## src/hw/rtl/fixed_point_alu_macros.svh

```systemverilog
// ----------------------------------------------------------------------------
// Fixed-point ALU assertion macros
// Shared concurrent assertion wrappers for the ALU modules.
// ----------------------------------------------------------------------------
`ifndef FIXED_POINT_ALU_MACROS_SVH
`define FIXED_POINT_ALU_MACROS_SVH
`ifndef NO_ASSERTIONS
// Property checked at every clock edge outside reset.
`define FPA_ASSERT(label, clk, rst_n, prop, msg) \
  label: assert property (@(posedge clk) disable iff (!rst_n) (prop)) else $error(msg);
// Property checked at every clock edge, reset included.
`define FPA_ASSERT_ALWAYS(label, clk, prop, msg) \
  label: assert property (@(posedge clk) (prop)) else $error(msg);
`else
`define FPA_ASSERT(label, clk, rst_n, prop, msg)
`define FPA_ASSERT_ALWAYS(label, clk, prop, msg)
`endif
`endif

```

## src/hw/rtl/fpa_pkg.sv

```systemverilog
// ----------------------------------------------------------------------------
// Fixed-point ALU package
// Operation codes, widths and the word passed from front to back end.
// ----------------------------------------------------------------------------
package fpa_pkg;

  localparam int unsigned FracBits  = 8;
  localparam int unsigned DataW     = 32;
  localparam int unsigned NumW      = DataW + FracBits;
  localparam int unsigned DivLat    = NumW;
  localparam int unsigned DivCntW   = $clog2(DivLat + 1);

  typedef enum logic [3:0] {
    OP_ADD = 4'd0, OP_SUB = 4'd1, OP_MUL = 4'd2, OP_DIV = 4'd3,
    OP_GT  = 4'd4, OP_LT  = 4'd5, OP_GE  = 4'd6, OP_LE  = 4'd7,
    OP_EQ  = 4'd8, OP_NE  = 4'd9, OP_MIN = 4'd10, OP_MAX = 4'd11,
    OP_INC = 4'd12, OP_DEC = 4'd13, OP_TO_INT = 4'd14, OP_FROM_INT = 4'd15
  } op_e;

  // Class of unit that carries out a word.
  typedef enum logic [1:0] {
    CL_SIMPLE = 2'd0,
    CL_MUL    = 2'd1,
    CL_DIV    = 2'd2
  } class_e;

  // Word in the queue between front and back end.
  typedef struct packed {
    class_e            cls;
    logic [DataW-1:0]  a;
    logic [DataW-1:0]  b;
    logic [DataW-1:0]  simple_res;
    logic              cmp;
    logic              dz;
  } work_t;

  // Result word.
  typedef struct packed {
    logic [DataW-1:0] res;
    logic             cmp;
    logic             dz;
  } res_t;

endpackage

```

## src/hw/rtl/fpa_front.sv

```systemverilog
// ----------------------------------------------------------------------------
// Fixed-point ALU front end
// Decodes the operation and computes every operation but multiply and divide.
// ----------------------------------------------------------------------------
module fpa_front (
  input  logic [3:0]                cmd_i,
  input  logic [fpa_pkg::DataW-1:0] operand_a_i,
  input  logic [fpa_pkg::DataW-1:0] operand_b_i,
  output fpa_pkg::work_t            work_o
);

  logic sa_gt_b;
  logic sa_eq_b;

  assign sa_gt_b = $signed(operand_a_i) > $signed(operand_b_i);
  assign sa_eq_b = operand_a_i == operand_b_i;

  // Classify and evaluate the simple operations.
  always_comb begin
    work_o.a          = operand_a_i;
    work_o.b          = operand_b_i;
    work_o.cls        = fpa_pkg::CL_SIMPLE;
    work_o.simple_res = '0;
    work_o.cmp        = 1'b0;
    work_o.dz         = 1'b0;
    unique case (fpa_pkg::op_e'(cmd_i))
      fpa_pkg::OP_ADD: work_o.simple_res = operand_a_i + operand_b_i;
      fpa_pkg::OP_SUB: work_o.simple_res = operand_a_i - operand_b_i;
      fpa_pkg::OP_MUL: work_o.cls = fpa_pkg::CL_MUL;
      fpa_pkg::OP_DIV: begin
        if (operand_b_i == '0) begin
          work_o.dz = 1'b1;
        end else begin
          work_o.cls = fpa_pkg::CL_DIV;
        end
      end
      fpa_pkg::OP_GT:  work_o.cmp = sa_gt_b;
      fpa_pkg::OP_LT:  work_o.cmp = !sa_gt_b && !sa_eq_b;
      fpa_pkg::OP_GE:  work_o.cmp = sa_gt_b || sa_eq_b;
      fpa_pkg::OP_LE:  work_o.cmp = !sa_gt_b;
      fpa_pkg::OP_EQ:  work_o.cmp = sa_eq_b;
      fpa_pkg::OP_NE:  work_o.cmp = !sa_eq_b;
      fpa_pkg::OP_MIN: work_o.simple_res = sa_gt_b ? operand_b_i : operand_a_i;
      fpa_pkg::OP_MAX: work_o.simple_res = sa_gt_b ? operand_a_i : operand_b_i;
      fpa_pkg::OP_INC: work_o.simple_res = operand_a_i + fpa_pkg::DataW'(1);
      fpa_pkg::OP_DEC: work_o.simple_res = operand_a_i - fpa_pkg::DataW'(1);
      fpa_pkg::OP_TO_INT:
        work_o.simple_res = fpa_pkg::DataW'($signed(operand_a_i) >>> fpa_pkg::FracBits);
      default: work_o.simple_res = operand_a_i << fpa_pkg::FracBits;
    endcase
  end

endmodule

```

## config.mk

```make
export PLATFORM = sky130hd
export DESIGN_NAME = fpa_front
export DESIGN_NICKNAME = d
export VERILOG_FILES = /design/src/hw/rtl/fixed_point_alu_macros.svh /design/src/hw/rtl/fpa_pkg.sv /design/src/hw/rtl/fpa_front.sv
export SDC_FILE = /design/constraint.sdc
export NUM_CORES = 1
export LEC_CHECK = 0
export BUFFER_PORTS_ARGS = -buffer_cell sky130_fd_sc_hd__buf_2
export CAP_MARGIN = 20
export CORE_UTILIZATION = 45
export DETAILED_ROUTE_END_ITERATION = 8
export PLACE_DENSITY = 0.72
export RECOVER_POWER = 50
export SYNTH_ARGS = -nofsm -noshare
export SYNTH_HDL_FRONTEND = slang
export SYNTH_SLANG_ARGS = --single-unit
```

## constraint.sdc

```tcl
create_clock -name vclk -period 12.9
set_input_delay 1.29 -clock vclk [all_inputs]
set_output_delay 1.29 -clock vclk [all_outputs]
set_load 0.02 [all_outputs]
```

---- Word-level counts from Yosys, hierarchy flattened ----
Index checks and enable logic that the tools add are counted.
W data, S select, Z words.
word-level totals
  memory bits (writable) .................. 0
  ROM bits ................................ 0
  bits in registers ....................... 0
  bits of input ports ..................... 68
  logic and storage cells ................. 35
  memories ................................ 0
  latch bits .............................. 0
  output and inout bits ................... 100
operators by class
  add/subtract/negate cells ............... 4
  $mul .................................... 0
  equal/unequal tests ..................... 15
  multiplexer cells ....................... 8
  reductions and logical operators ........ 7
  magnitude comparators ................... 1
  shift-type cells ........................ 0
  bitwise gates (word level) .............. 0
  divide/modulo/power cells ............... 0
operator list
  kind                     number
  $pmux W32 S8             1
  $mux W32                 2
  $add A32 B1 Y32 const B  1
  $add A32 B32 Y32         1
  $eq A32 B32 Y1           1
  $gt A32 B32 Y1           1
  $logic_not A32 Y1        1
  $sub A32 B1 Y32 const B  1
  $sub A32 B32 Y32         1
  $eq A4 B4 Y1 const B     7
  $eq A4 B3 Y1 const B     4
  $eq A4 B2 Y1 const B     2
  $reduce_or A8 Y1         1
  $pmux W1 S6              1
  $eq A4 B1 Y1 const B     1
  $logic_not A4 Y1         1
  $pmux W2 S2              1
  $logic_not A1 Y1         2
  $mux W1                  2
  $mux W2                  1
  $logic_and A1 B1 Y1      1
  $logic_or A1 B1 Y1       1

---- Longest topological paths before layout ----
  depth in word-level cells ............... 4
  gate-level depth with buffers ........... 18
  depth with buffers taken out ............ 18

---- Worst setup path before layout ----
Ideal clock, no wire load.
  path type ............................... input to output
  from .................................... input port cmd_i[2]
  to ...................................... output port work_o[32] (netlist name)
  slack ................................... 6.579 ns
  buffers on the path ..................... 2
  cell stages on the path ................. 16
  data required time ...................... 11.610 ns
  data arrival time ....................... 5.031 ns
  cells stage by stage .................... clkbuf_1 nand3b_1 nor2_1 clkbuf_1 a21oi_1 fa_1 a211oi_1 o21ai_0 a21oi_1 o211ai_1 a21bo_2 a211o_1 a221oi_1 xor2_1 o221a_1 o22ai_1
RTL lines
  element          RTL line        text
  start, declared  fpa_front.sv:6  input logic [3:0] cmd_i,
  end, declared    fpa_front.sv:9  output fpa_pkg::work_t work_o

==> flow_summary.ini <==
[outcome]
status = completed

[layout]
final_area_um2 = 6330
clkbuf_count = 0
final_common_cell = buf_2
fillCellCount = 1417
final_nets = 1080
diodes = 0
final_cell_mix = buf_2, a21oi_1, nor2_1
layout-drive-gt1-share_pct = 15.8
seq_cell_count = 0
multi_input_area_um2 = 5080
syn_to_final_growth_pct = 7.29
ff_latch_area_um2 = 0

[detailed_routing]
finalWirelength_mm = 21.7
dr.pass1.iters = 5
viasPerCell = 6.30
wire_per_inst_um = 19.5
vias = 7032
drtAntennaViolNets = 0
drtIter0Drc = 778
drc_errors = 0

[timing]
layout_worst_path_cycle_share_pct = 55.1
finalCriticalPeriod_ps = 7110
worstMarginPinSlew_ps = 871
setup_viol_count_final = 0
report.final.slew_viol_count = 0
fin_tns_setup_ps = 0
max_freq_mhz = 141
relSlewSlack_pct = 41.8
hold_viol_final = 0
rsz0062_at_grt = false

[clocking]
cts_resized = 0
cts_hold_buf = 0
post_cts_buffers = 0

[worst_setup_path]
critical_path_class = in2out
start_kind = primary input
critPathMaxFanout = 6
worstPathRequired_ps = 11610
cp-end-kind = primary output
crit_arrival_ps = 5820

[job]
cap_violations = 0

[logic_synthesis]
synth_area_per_cell_um2 = 6.80
synth_simple_gate_area_share_pct = 19.0
syn_nets = 1002
syn_area_um2 = 5900
yosysWarningCount = 0
synth.yosys.seq_area_share_pct = 0
syn_inst = 868
synth_top_family_by_area = compound AO/OA/AOI/OAI gates
synthAdderAreaFrac_pct = 14.2
yosysUniqueCellTypes = 70
synth.mux.area_fraction_pct = 4.32
synth_compound_area_share_pct = 34.8
yosys.area_share.xor_xnor_pct = 13.7

[placement]
port_buffers = 168
dpl-instance-area_um2 = 6380
gp_congestion = 1.02
hpwl_mm = 16.9

[floorplan]
dieArea_um2 = 13600
design.core.area_um2 = 12700
start_util_pct = 46.4
die_w_um = 117
die_h_um = 117
core.rowCount = 41
num_io_pins = 168

[grt]
grt_max_degree = 42
grt-ovfl-total = 0
grt_use_total_pct = 30.9
antenna_found_initial = 0
grt_pass1_wl_mm = 32.6
grt_pass1_vias = 6132

[power_and_ir_drop]
p_per_area_nw_per_um2 = 60.3
ir_worst_vdd_uv = 31.4
p_leak_nw = 2.85

[min_path]
hp-class = in2out
## layer usage
metal / vias up / global-route usage [%] / routed length [um]
met4: 0 / 9.11 / 760
li1: 3314 / - / -
met1: 3211 / 43.1 / 9180
met3: 80 / 4.57 / 2490
met2: 427 / 48.8 / 9300
met5: - / 0 / 0
## final timing paths
kind | end | startpoint | cells after the start | slack, ps
worst min-delay path | work_o[38] | operand_b_i[4] | 2 | 2850
worst max-delay path | work_o[33] | operand_b_i[14] | 18 | 5790
## Yosys cell counts, types with 9 or more instances
cell	n	share of area [%]
a21o_1	24	3.1
a21oi_1	109	9.2
a221oi_1	16	2.4
buf_4	65	8.3
clkbuf_1	30	1.9
ha_1	64	14
inv_1	48	3.1
mux2i_1	21	3.6
nand2_1	51	3.2
nand3_1	28	2.4
nand4_1	15	1.6
nor2_1	69	4.4
nor3_1	17	1.4
o211ai_1	9	1.1
o21a_1	11	1.4
o21ai_0	34	2.9
o21ai_1	9	0.76
o221ai_1	18	2.7
o22a_1	9	1.3
xnor2_1	60	8.9
xor2_1	29	4.3
## report_power, final
group / total, mW / internal, mW / switching [mW]
Clock: 0 / 0 / 0
Sequential: 0 / 0 / 0
Combinational: 0.382 / 0.145 / 0.237
Total: 0.382 / 0.145 / 0.237
## layout make-up
cell class	count	area share, %
inverter	49	2.90
timing repair buffer	177	13.4
tap	172	3.40
multi-input combinational	718	80.3
## cell families after synthesis
kind of cell / after synthesis
AOI/OAI and AO/OA: 305
muxes: 25
adders and majority gates: 66
xor gates and xnor gates: 90
buffers and inverters: 150
and+or+nand+nor: 232
## stage by stage
stage / util [%] / worst slack (ps) / std cells / hold WS, ps / total power [mW]
5_1_grt: 49.8 / 5490 / 1116 / 2860 / 0.411
2_1_floorplan: - / 6580 / 868 / 2670 / 0.284
4_1_cts: 50.2 / 5930 / 1115 / 2830 / 0.375
6_report: 49.8 / 5790 / 1116 / 2850 / 0.382
3_5_place_dp: 50.2 / 5950 / 1115 / 2830 / 0.373
3_3_place_gp: 50.2 / 5940 / 1115 / 2820 / 0.373
## worst max-delay path, cell delays in order
cell and delay, ps:
buf_2 120, or4_1 620, nor3_1 540, nand3b_1 390, nor3_1 270, xnor2_1 150, a21oi_1 90, ha_1 370
a21o_1 230, a21oi_1 220, nor2_1 80, a21o_1 160, a2111oi_2 500, o31ai_1 140, a21oi_1 190, xnor2_1 160
o22ai_2 90, buf_2 180
No activity file was read; power rests on OpenSTA's default activity.
