`src/hw/rtl/fixed_point_alu_macros.svh`:
```
// ----------------------------------------------------------------------------
// Fixed-point ALU assertion macros
// Shared concurrent assertion wrappers for the ALU modules.
// ----------------------------------------------------------------------------
`ifndef FIXED_POINT_ALU_MACROS_SVH
`define FIXED_POINT_ALU_MACROS_SVH
`ifndef NO_ASSERTIONS
// Property checked at every clock edge outside reset.
`define FPA_ASSERT(label, clk, rst_n, prop, msg) \
  label: assert property (@(posedge clk) disable iff (!rst_n) (prop)) else $error(msg);
// Property checked at every clock edge, reset included.
`define FPA_ASSERT_ALWAYS(label, clk, prop, msg) \
  label: assert property (@(posedge clk) (prop)) else $error(msg);
`else
`define FPA_ASSERT(label, clk, rst_n, prop, msg)
`define FPA_ASSERT_ALWAYS(label, clk, prop, msg)
`endif
`endif

```
`src/hw/rtl/fpa_pkg.sv`:
```
// ----------------------------------------------------------------------------
// Fixed-point ALU package
// Operation codes, widths and the word passed from front to back end.
// ----------------------------------------------------------------------------
package fpa_pkg;

  localparam int unsigned FracBits  = 8;
  localparam int unsigned DataW     = 32;
  localparam int unsigned NumW      = DataW + FracBits;
  localparam int unsigned DivLat    = NumW;
  localparam int unsigned DivCntW   = $clog2(DivLat + 1);

  typedef enum logic [3:0] {
    OP_ADD = 4'd0, OP_SUB = 4'd1, OP_MUL = 4'd2, OP_DIV = 4'd3,
    OP_GT  = 4'd4, OP_LT  = 4'd5, OP_GE  = 4'd6, OP_LE  = 4'd7,
    OP_EQ  = 4'd8, OP_NE  = 4'd9, OP_MIN = 4'd10, OP_MAX = 4'd11,
    OP_INC = 4'd12, OP_DEC = 4'd13, OP_TO_INT = 4'd14, OP_FROM_INT = 4'd15
  } op_e;

  // Class of unit that carries out a word.
  typedef enum logic [1:0] {
    CL_SIMPLE = 2'd0,
    CL_MUL    = 2'd1,
    CL_DIV    = 2'd2
  } class_e;

  // Word in the queue between front and back end.
  typedef struct packed {
    class_e            cls;
    logic [DataW-1:0]  a;
    logic [DataW-1:0]  b;
    logic [DataW-1:0]  simple_res;
    logic              cmp;
    logic              dz;
  } work_t;

  // Result word.
  typedef struct packed {
    logic [DataW-1:0] res;
    logic             cmp;
    logic             dz;
  } res_t;

endpackage

```
`src/hw/rtl/fpa_queue.sv`:
```
// ----------------------------------------------------------------------------
// Fixed-point ALU decoupling queue
// Two-entry queue of decoded words between the front and back end.
// ----------------------------------------------------------------------------
module fpa_queue (
  input  logic           clk_i,
  input  logic           rst_ni,
  input  logic           push_i,
  input  fpa_pkg::work_t data_i,
  output logic           full_o,
  input  logic           pop_i,
  output fpa_pkg::work_t data_o,
  output logic           empty_o
);

  fpa_pkg::work_t mem_q [2];
  logic       wr_q, wr_d, rd_q, rd_d;
  logic [1:0] cnt_q, cnt_d;
  logic       do_push, do_pop;

  assign full_o  = cnt_q == 2'd2;
  assign empty_o = cnt_q == 2'd0;
  assign do_push = push_i && !full_o;
  assign do_pop  = pop_i && !empty_o;
  assign data_o  = mem_q[rd_q];

  // Pointer and count update.
  always_comb begin
    wr_d  = do_push ? !wr_q : wr_q;
    rd_d  = do_pop ? !rd_q : rd_q;
    cnt_d = cnt_q + 2'(do_push) - 2'(do_pop);
  end

  always_ff @(posedge clk_i or negedge rst_ni) begin
    if (!rst_ni) begin
      wr_q  <= 1'b0;
      rd_q  <= 1'b0;
      cnt_q <= 2'd0;
    end else begin
      wr_q  <= wr_d;
      rd_q  <= rd_d;
      cnt_q <= cnt_d;
    end
  end

  // Storage.
  always_ff @(posedge clk_i) begin
    if (do_push) begin
      mem_q[wr_q] <= data_i;
    end
  end

endmodule

```
`config.mk`:
```
export PLATFORM = sky130hd
export DESIGN_NAME = fpa_queue
export DESIGN_NICKNAME = d
export VERILOG_FILES = /design/src/hw/rtl/fixed_point_alu_macros.svh /design/src/hw/rtl/fpa_pkg.sv /design/src/hw/rtl/fpa_queue.sv
export SDC_FILE = /design/constraint.sdc
export NUM_CORES = 1
export LEC_CHECK = 0
export ABC_AREA = 1
export BUFFER_PORTS_ARGS = -buffer_cell sky130_fd_sc_hd__buf_2
export CORE_MARGIN = 3
export CORE_UTILIZATION = 54
export CTS_BUF_LIST = sky130_fd_sc_hd__clkbuf_4 sky130_fd_sc_hd__clkbuf_8
export CTS_CLUSTER_SIZE = 28
export DETAILED_ROUTE_END_ITERATION = 10
export GPL_TIMING_DRIVEN = 0
export PLACE_DENSITY = 0.79
export RECOVER_POWER = 100
export SYNTH_ARGS = -nofsm -noshare
export SYNTH_HDL_FRONTEND = slang
export SYNTH_SLANG_ARGS = --single-unit
```
`constraint.sdc`:
```
create_clock -name clk_i -period 6.1 [get_ports clk_i]
set_clock_uncertainty 0.05 [all_clocks]
set_input_delay 0.305 -clock clk_i [delete_from_list [all_inputs] [get_ports clk_i]]
set_output_delay 0.305 -clock clk_i [all_outputs]
set_load 0.005 [all_outputs]
```
Yosys cells after proc, flatten, opt, wreduce, memory -nomap -nowiden
Memories as Yosys holds them, arrays and structs flattened.
Index checks and enable logic that the tools add are counted.

operators by class
  muxes and demuxes = 2
  reduce and logical (&&, ||, !) cells = 7
  equal/unequal tests = 1
  add/subtract/negate cells = 2

operator list
  kind                count
  $logic_not 1->1     4
  $add 2x1->2         1
  $eq 2x2->1 const B  1
  $logic_and 1x1->1   2
  $logic_not 2->1     1
  $mux 1              2
  $sub 2x1->2         1

storage, ports and cells
  memories = 1
  register bits after elaboration = 4
  word-level logic and storage cells = 16
  RAM bits = 200
  output and inout bits = 102
  bits of input ports = 104

memory list
  memory  words  width  read ports  clocked after memory_dff  write ports  RTL line         RTL
  mem_q   2      100    1           0                         1            fpa_queue.sv:16  fpa_pkg::work_t mem_q [2];

Longest topological paths before layout
  depth in word-level cells = 5
  mapped depth = 10
  gate-level depth less buffers = 10

Least setup slack after synthesis
No wires, ideal clock.

  path type = register -> register
  start = reg cnt_q[1]
  end = mem mem_q[1][0] (netlist name) (enable)
  arrival time = 4.721 ns
  cell stages (with the launch flop) = 4
  buffers on the path = 0
  setup time = 0.559 ns
  required time = 5.491 ns
  setup slack = 0.770 ns
  period minus slack after synthesis = 5.330 ns
  cells stage by stage = dfrtp_1 > nand2_1 > nand2_1 > nor2_1

between the ends
  cells in the longest elaborated chain, start to end = 5

ends and longest elaborated chain
  what                          RTL line         RTL
  from (decl)                   fpa_queue.sv:18  logic [1:0] cnt_q, cnt_d;
  from (signal assigned)        fpa_queue.sv:42  cnt_q <= cnt_d;
  $eq 2x2->1                    fpa_queue.sv:21  assign full_o = cnt_q == 2'd2;
  $logic_not 1->1               fpa_queue.sv:23  assign do_push = push_i && !full_o;
  $logic_and 1x1->1             fpa_queue.sv:23
  $mux 1                        fpa_queue.sv:48  if (do_push) begin
  $mux 1 (not written as such)  fpa_queue.sv:49  mem_q[wr_q] <= data_i;
  to (decl)                     fpa_queue.sv:16

No other way between the ends.

Worst setup path after layout
  start = reg cnt_q[0]
  end = mem mem_q[0][55] (netlist name) (enable)

Same word-level chain as after synthesis.

==> metrics.md <==
| Metric | Value |
|---|---|
| Area growth from synthesis to layout | 36.4% |
| Worst path slowest cell | clkinvlp_2 |
| RSZ-0062 raised after global routing | false |
| Cell Count Post-Placement | roughly 940 |
| Final worst-path cycle share | a little under three fifths |
| DR iter-0 viols | 330 |
| Top-count cell post-synth | nand2_1 |
| Post-synth ARST share | between 1.5 and 2% |
| Max Cap Viol | 1 |
| DR vias | 5430 |
| Post-synthesis register bit count | approximately 200 |
| Die Y | roughly 120 µm |
| Kind of critical path | reg -> reg |
| FP Rows | 42 |
| Mapped Nets | ~660 |
| Clock slew at reported path FFs | 0.06 ns |
| GPL Wtd Cong | ~0.8 |
| CP Buf/Inv Count | 3 |
| Crit path max-delay family | buffers and inverters |
| WL final | between 15000 and 20000 µm |
| Initial antenna violation count | 0 |
| Vias per cell | 4.94 |
| Grt ovf | 0 |
| Wire length per cell | 16.4 µm |
| Clock Root Buffer | clkbuf_8 |
| Nets | 1005 |
| Post-synth cell types | 11 |
| H-tree levels | 1 |
| Hold Fails Final Rpt | 0 |
| CP max stage delay | 1.60 ns |
| Crit-path max FO | 56 |
| Setup slack after layout | 2.65 ns |
| Port Buf Inserts | between 200 and 250 |
| Largest net degree at the start of global routing | 57 |
| CP Cell Sequence | inv_1, nand2_1, nand3_1, clkinvlp_2, buf_16 |
| Hold path endpoint | wr_q$_DFFE_PN0P_ |
| Clock Path Buffers | 3 |
| Fill count | a little under 900 |
| Achievable Freq | between 200 and 300 MHz |
| CP arrival | around 3.6 ns |
| Yosys top cell by area | edfxtp_1 |
| Synth area leaders | edfxtp_1 79%, nand2_1 16%, buf_6 1.3%, dfrtp_1 1.3%, buf_4 1.1% |
| DR pass1 iterations | 5 |
| Post-route insts no fill | ~1100 |
| Worst-margin pin slew | roughly 2.1 ns |
| Synth top area share | between 70% and 80% |
| Crit path launch type | flip-flop |
| Min Clock Period, post-route | 3.45 ns |
| FF-to-FF End | mem_q[0][55]$_DFFE_PP_ |
| GRT Util Overall | between 20% and 30% |
| Maximum vdd drop | ~0.4 mV |
| CTS resizes | 0 |
| Critical register-to-register path startpoint | cnt_q[0]$_DFF_PN0_ |
| Hpwl dp | between 10000 and 15000 µm |
| Worst hold path depth | 3 |
| Die area | about 0.015 mm² |
| Primary FF master, synth | edfxtp_1 |
| Vias in the first global route | 5655 |
| Final setup viols | 0 |
| Clock sink count | between 200 and 250 |
| Setup TNS | 0 ns |
| Ant diodes | 0 |
| Hold Crit Class | in -> reg |
| Worst slew margin | -41.1% |
| Pre-CTS setup slack | roughly 4.2 ns |
| Num CTS Buffers | 30 |
| Required time of the critical path | 6.28 ns |
| Chip width | around 120 µm |
| Placeable Area | 0.0135 mm² |
| Drc violations | 0 |
| Sequential cell area fraction in the yosys report | between 80% and 90% |
| Clock Latency Late Sink | ~0.53 ns |
| Hold wc startpoint | push_i |
| Flop2flop setup slack | 2.65 ns |
| Syn Std Cell Area | roughly 0.0076 mm² |
| Post-DRT Antenna Nets | 0 |
| PwrDens | 440 mW/mm² |
| Post-synth EDFFs | 200 |
| Final Hold Slack | around 0.045 ns |
| Crit path capture type | flip-flop |
| Status | finished with violations |
| Leak Pwr | around 4.2 nW |
| Share of cells above drive strength 1 | between 15 and 20% |
| Total power | approximately 0.0045 W |
| Most common library cells after synthesis | 313 x nand2_1, 200 x edfxtp_1, 11 x buf_4, 10 x inv_1, 9 x buf_6 |
| CTS tree | done |
| I/O pins | 206 |
| Cells after Synth | 556 |
| Syn_area_per_cell | about 14 µm² |
| Pins over their slew limit | 45 |
| YS warnings | 0 |
| R2r worst-path depth | 5 |
| First-pass GRT wire length | between 20000 and 30000 µm |
| Initial core utilization | a little under three fifths |
| Failing checks | capacitance limit, slew limit |
## kinds of logic (layout without fill, tap and decap cells)
kind of cell             Yosys count  in the layout  synth area share (%)
adder cells (fa/ha/maj)            2              2                 0.331
buffers and inverters             33            400                  3.11
flip-flops                       204            204                  80.8
AND/OR/NAND/NOR                  317            317                  15.8
## state kept, by name (all words and copies together) (netlist names)
register,count
wr_q,1
rd_q,1
mem_q,200
cnt_q,2
## worst min-delay path: stages
cell	delay [ns]
buf_2	0.09
nand3_1	0.11
nand2_1	0.09
## repair_timing
item	CTS	global route
setup endpoints to repair	0	0
setup buffers	0	0
endpoints found under the hold margin	205	0
hold buffers	102	0
## area by class of cell
type	count	area [µm²]	share of cell area (%)
well taps	176	220	2.14
flip-flops and latches	204	6110	59.2
multi-input cells	319	1220	11.8
clock buffers	50	594	5.77
clock inverters	6	52.6	0.510
inverters	11	42.5	0.413
repair buffers	311	1950	18.9
plain buffers	22	121	1.18
## power by group
part	leakage [nW]	internal (W)	switching, W
registers	1.91	0.00192	0.0000780
logic	1.97	0.000492	0.000904
clock network	0.350	0.000655	0.000484
## layer usage
layer  up-vias  part of all wire [%]  track usage [%]
met5         -                     0                0
met4         0                   2.2             5.93
met3        35                   7.3             5.06
met2       247                    54             42.7
met1      2587                    37             26.5
li1       2561                     -                -
## placed cells by master (no fill, tap or decap), drive strengths merged
master       instances
nand2              313
edfxtp             200
clkinvlp             1
nor2                 1
ha                   2
buf                 87
nand3                3
clkbuf             194
inv                 10
dfrtp                4
dlygate4sd3        102
bufinv               1
clkinv               5
## worst max-delay path by stage
stage | slack, ns | cells past startpoint | end | startpoint
6_report | 2.65 | 5 | mem_q[0][55]$_DFFE_PP_ | cnt_q[0]$_DFF_PN0_
5_1_grt | 2.29 | 5 | mem_q[0][43]$_DFFE_PP_ | cnt_q[0]$_DFF_PN0_
4_1_cts | 4.01 | 6 | data_o[84] | rd_q$_DFFE_PN0P_
3_5_place_dp | 4.16 | 4 | mem_q[0][25]$_DFFE_PP_ | cnt_q[1]$_DFF_PN0_
3_3_place_gp | -1.36 | 3 | mem_q[1][25]$_DFFE_PP_ | cnt_q[1]$_DFF_PN0_
2_1_floorplan | 0.77 | 3 | mem_q[1][0]$_DFFE_PP_ | cnt_q[1]$_DFF_PN0_
## through the flow
step / util, % / cell area [µm²]
floorplan: - / 7560
global placement: 65.5 / 8810
detailed placement: 66.2 / 8900
CTS: 78.6 / 10600
global route: 76.6 / 10300
finish: 76.6 / 10300
Note: power is estimated with default switching activity, not from simulation.
